--- src/hw/rtl/ngtr_pkg.sv ---
// Package: shared types, constants and address helper for the nested-grid resampler.
`default_nettype none
package ngtr_pkg;
  localparam int PARENT_R  = 32;
  localparam int PARENT_TH = 32;
  localparam int PARENT_Z  = 32;
  localparam int NEST_MAX  = 64;
  localparam int GRID_SIZE = PARENT_R * PARENT_TH * PARENT_Z;
  localparam int AW        = $clog2(GRID_SIZE);

  // multiplier operand and product widths
  localparam int MA_W = 33;
  localparam int MB_W = 24;
  localparam int MP_W = MA_W + MB_W;

  localparam logic [1:0] FUNC_LOAD     = 2'd0;
  localparam logic [1:0] FUNC_INTERP   = 2'd1;
  localparam logic [1:0] FUNC_FEEDBACK = 2'd2;
  localparam logic [1:0] FUNC_READ     = 2'd3;

  localparam logic [1:0] ST_DONE     = 2'd0;
  localparam logic [1:0] ST_DISABLED = 2'd1;
  localparam logic [1:0] ST_OUTSIDE  = 2'd2;

  localparam logic [2:0] REG_ENABLED = 3'd0;
  localparam logic [2:0] REG_INV     = 3'd1;
  localparam logic [2:0] REG_CTR_R   = 3'd2;
  localparam logic [2:0] REG_CTR_TH  = 3'd3;
  localparam logic [2:0] REG_CTR_Z   = 3'd4;
  localparam logic [2:0] REG_NEST_R  = 3'd5;
  localparam logic [2:0] REG_NEST_TH = 3'd6;
  localparam logic [2:0] REG_NEST_Z  = 3'd7;

  typedef struct packed {
    logic [1:0]         func;
    logic [5:0]         index_r;
    logic [5:0]         index_th;
    logic [5:0]         index_z;
    logic signed [31:0] sample_value;
  } in_word_t;

  typedef struct packed {
    logic signed [31:0] result_value;
    logic [1:0]         status;
  } out_word_t;

  // linear address of a parent cell, row-major r, th, z
  function automatic logic [AW-1:0] grid_addr(input logic [8:0] r, input logic [8:0] t,
                                              input logic [8:0] z);
    logic [31:0] a;
    a = ({23'd0, r} * 32'(PARENT_TH) + {23'd0, t}) * 32'(PARENT_Z) + {23'd0, z};
    return a[AW-1:0];
  endfunction
endpackage
`default_nettype wire

--- src/hw/rtl/ngtr_mul.sv ---
// Shared registered signed multiplier used for coordinates and blend steps.
`default_nettype none
module ngtr_mul (
  input  wire logic                                clk,
  input  wire logic signed [ngtr_pkg::MA_W-1:0]   a,
  input  wire logic signed [ngtr_pkg::MB_W-1:0]   b,
  output logic signed      [ngtr_pkg::MP_W-1:0]   prod
);
  always_ff @(posedge clk) begin
    prod <= ngtr_pkg::MP_W'(a) * ngtr_pkg::MP_W'(b);
  end
endmodule
`default_nettype wire

--- config.mk ---
export PLATFORM = sky130hd
export DESIGN_NAME = ngtr_mul
export DESIGN_NICKNAME = d
export VERILOG_FILES = /design/src/hw/rtl/ngtr_pkg.sv /design/src/hw/rtl/ngtr_mul.sv
export SDC_FILE = /design/constraint.sdc
export NUM_CORES = 2
export LEC_CHECK = 0
export BUFFER_PORTS_ARGS = -buffer_cell sky130_fd_sc_hd__buf_2
export CORE_AREA = 3 3 259 261
export DETAILED_ROUTE_END_ITERATION = 12
export DIE_AREA = 0 0 262 264
export PLACE_DENSITY = 0.6
export RECOVER_POWER = 25
export SYNTH_ARGS = -nofsm -noshare
export SYNTH_HDL_FRONTEND = slang
export SYNTH_SLANG_ARGS = --single-unit
--- constraint.sdc ---
create_clock -name clk -period 10 [get_ports clk]
set_clock_uncertainty 0.1 [all_clocks]
set_input_delay 2 -clock clk [delete_from_list [all_inputs] [get_ports clk]]
set_output_delay 2 -clock clk [all_outputs]
set_load 0.01 [all_outputs]
Word level (Yosys, flattened, before mapping) --
Index checks and enable logic that the tools add are counted.
Storage, ports and cells: latch bits 0, bits in read-only memories 0, flip-flop bits (word level) 57, logic and storage cells 2, memories kept 0, memory bits (writable) 0, bits of input ports 58, output and inout port bits 57
Operators by class: order comparisons 0, divide/modulo/power cells 0, reductions and logical operators 0, $add $sub $neg 0, shifts and indexed selects 0, multiplexer cells 0, bitwise operators 0, multipliers 1, eq/ne operators 0
Operators by type and width (number):
- multiplier 33 x 24 -> 57 bit | 1

Logic depth before layout (Yosys ltp) --
word-level depth 1, mapped depth 28, mapped depth without buffers 26

Worst setup path before layout --
OpenSTA, ideal clock, no wires.
kind in2reg, from input port a[32] in the netlist's numbering, to register prod[54] in the netlist's numbering, stages 23, slack 1.527 ns, data required time 9.828 ns, arrival time 8.300 ns, cells stage by stage clkbuf_1 > and2_1 > fa_1 > inv_1 > fa_1 > inv_1 > fa_1 > inv_1 > fa_1 > fa_1 > fa_1 > fa_1 > inv_1 > ha_1 > clkbuf_1 > nand2_1 > nor2_1 > a21boi_2 > a2111oi_2 > o21ai_2 > a221o_1 > a21oi_2 > xnor2_1
On the way: longest elaborated chain between the ends 1
RTL lines:
- start, declared | line ngtr_mul.sv:5 | input wire logic signed [ngtr_pkg::MA_W-1:0] a,
- multiplier 33 x 24 -> 57 bit | line ngtr_mul.sv:10 | prod <= ngtr_pkg::MP_W'(a) * ngtr_pkg::MP_W'(b);
- end signal, assigned | line ngtr_mul.sv:10
- end, declared | line ngtr_mul.sv:7 | output logic signed [ngtr_pkg::MP_W-1:0] prod
No other way between the ends.

Worst setup path in the final report --
from input port a[0] in the netlist's numbering, to register prod[56] in the netlist's numbering
The elaborated chain is that of the path after synthesis.

==> qor.yml <==
layout:
  reg_top3: "prod x57"
  largest_reg_flops: 57
  final_nets: 4156
  synthToLayoutAreaGrowth_pct: 5.05
  fin_util_pct: 47.3
  antenna_cells_inserted: 0
  largest-register: "prod"
  layout-drive-gt1-share_pct: 4.58
sta:
  final-hold-violation-count: 0
  clock.fmax_ghz: 0.113
  tns_ns: 0
  worst_slew_margin_rel_pct: 15.0
  min_period_ns: 8.84
  worst_pin_slew_ns: 1.28
  rsz0062_at_grt: "no"
  drv_slew: 0
  setup_viol: 0
  layout_setup_ws_ns: 1.16
  layout_worst_path_cycle_share_pct: 88.4
grt:
  antenna_found_initial: 1
  grt_max_degree: 34
  grt_usage_pct: 22.5
  grt_pass1_wl_um: 120000
  grt_pass1_vias: 21500
  grt_overflow_total: 0
routing:
  dr.first_iter.drc_count: 882
  drt_pass1_iterations: 5
  vias: 19900
  ant_nets: 0
  drc: 0
  vias_per_cell: 4.97
  wl_per_cell_um: 18.5
  totalWireLength_um: 74100
floorplanning:
  rows: 93
  die_area_um2: 69200
  ios: 115
  die_w_um: 262
  die_h_um: 264
  core-area_um2: 64700
  initial_core_util_pct: 45.0
clock_network:
  post_cts_buffers: 0
  cts_sinks: 57
  ctsHtreeMaxLevel: 3
  cts_tree: "built"
  numCtsBuffers: 9
  cts_buffer_depth: 2
  cts_hold_buf: 0
  cts-root-buf: "clkbuf_16"
  cts_resized: 0
  path_clk_slew_ns: 0.06
setup_path:
  worstSetupEndpointType: "register"
  startpoint_type: "primary input"
  cp_max_fo: 24
  critPathKind: "primary input to register"
  cp_data_arrival_time_ns: 8.97
  crit_required_ns: 10.13
yosys:
  synth_edf_count: 0
  synth_top_area_cell: "fa_1"
  synth_seq_area_share_pct: 3.92
  syn_nets: 4164
  synth_top_area_share_pct: 55.4
  synthTopCellsByArea: "fa_1 55%, inv_1 11%, and2_1 8.2%, ha_1 6.5%, nand2_1 5.4%"
  ys_warn_count: 0
  synthArstFlopShare_pct: 0
  synthCells: 3149
  synth-seq-cells: 57
  syn_area_per_cell_um2: 9.25
  ys_types: 56
  synth_area_um2: 29100
  ys.flop_type: "dfxtp_1"
place:
  place.gp.congestion: 0.850
  port_buffers: 114
  dp_hpwl_um: 63600
  dp_worst_setup_slack_ns: 0.819
outcome:
  status: "complete, no violations"
min_path:
  min_path_type: "primary input to register"
flow_run:
  maxCapViolCount: 0
[worst paths after layout]
| kind | startpoint | to | depth (start not counted) | slack [ns] |
|---|---|---|---|---|
| setup / recovery | a[0] | prod[56] | 22 | 1.16 |
| hold / removal | b[0] | prod[0] | 2 | 2.10 |
[metal layers]
metal	part of all wire [%]	vias up	global-route usage [%]
li1	-	8886	-
met1	38	10500	27.5
met2	55	376	41.8
met3	2.7	107	1.63
met4	3.8	0	7.45
met5	0	-	0
[final cells by class]
type	instances	area [µm²]
fillers	6374	34100
well taps	855	1070
inverters	844	3170
flip-flops and latches	57	1140
multi-input cells	2096	24200
repair buffers	133	678
clock buffers	10	239
clock inverters	6	66.3
[layout by cell type (no fill, tap or decap), types with 49 or more instances in the layout]
cell and n:
nand2_1 416, and2_1 381, nor2_1 51, dfxtp_1 57, ha_1 152, a21oi_1 56
fa_1 805, xnor2_1 49, buf_2 86, inv_1 843
[synthesized netlist by cell type (11+ instances only)]
library cell / n
inv_1: 843
a21oi_1: 56
xnor2_1: 49
dfxtp_1: 57
nor2_1: 51
o21bai_1: 12
a21o_1: 29
ha_1: 152
xor2_1: 16
nand2b_1: 11
o21ai_0: 20
fa_1: 805
nand2_1: 416
and2_1: 381
clkbuf_1: 140
[logic make-up (layout without fill, tap and decap cells)]
family,after synthesis,after routing,share of synthesized area [%]
compound gates,172,172,4.00
xor+xnor,65,65,1.96
flops,57,57,3.92
simple gates,902,902,15.3
buf+inv,996,993,12.9
fa+ha+maj,957,957,61.9
[worst max-delay path, cell delays in order]
cell and delay, ns:
clkbuf_1 0.91, nand2b_1 0.23, fa_1 0.43, fa_1 0.50
inv_1 0.05, fa_1 0.45, fa_1 0.56, fa_1 0.44
fa_1 0.50, inv_1 0.08, fa_1 0.48, inv_1 0.04
ha_1 0.38, a21o_1 0.21, o2111ai_1 0.28, a221oi_2 0.39
a21oi_2 0.15, o21ai_2 0.25, a41oi_2 0.18, o21ai_1 0.23
a21oi_2 0.09, xnor2_1 0.12
[through the flow]
| step | hold WS, ns | cells | instance area (µm²) |
|---|---|---|---|
| after detailed placement | 2.29 | 3985 | 30300 |
| final | 2.10 | 4001 | 30600 |
| after global routing | 2.13 | 4001 | 30600 |
| after global placement | 2.29 | 3985 | 30300 |
| after floorplan | 2.03 | 3149 | 29100 |
| after CTS | 2.09 | 4001 | 30600 |
Power is left out: the tool's default activity adds up to more than one toggle a clock period on the data nets, which glitch-free logic cannot reach.
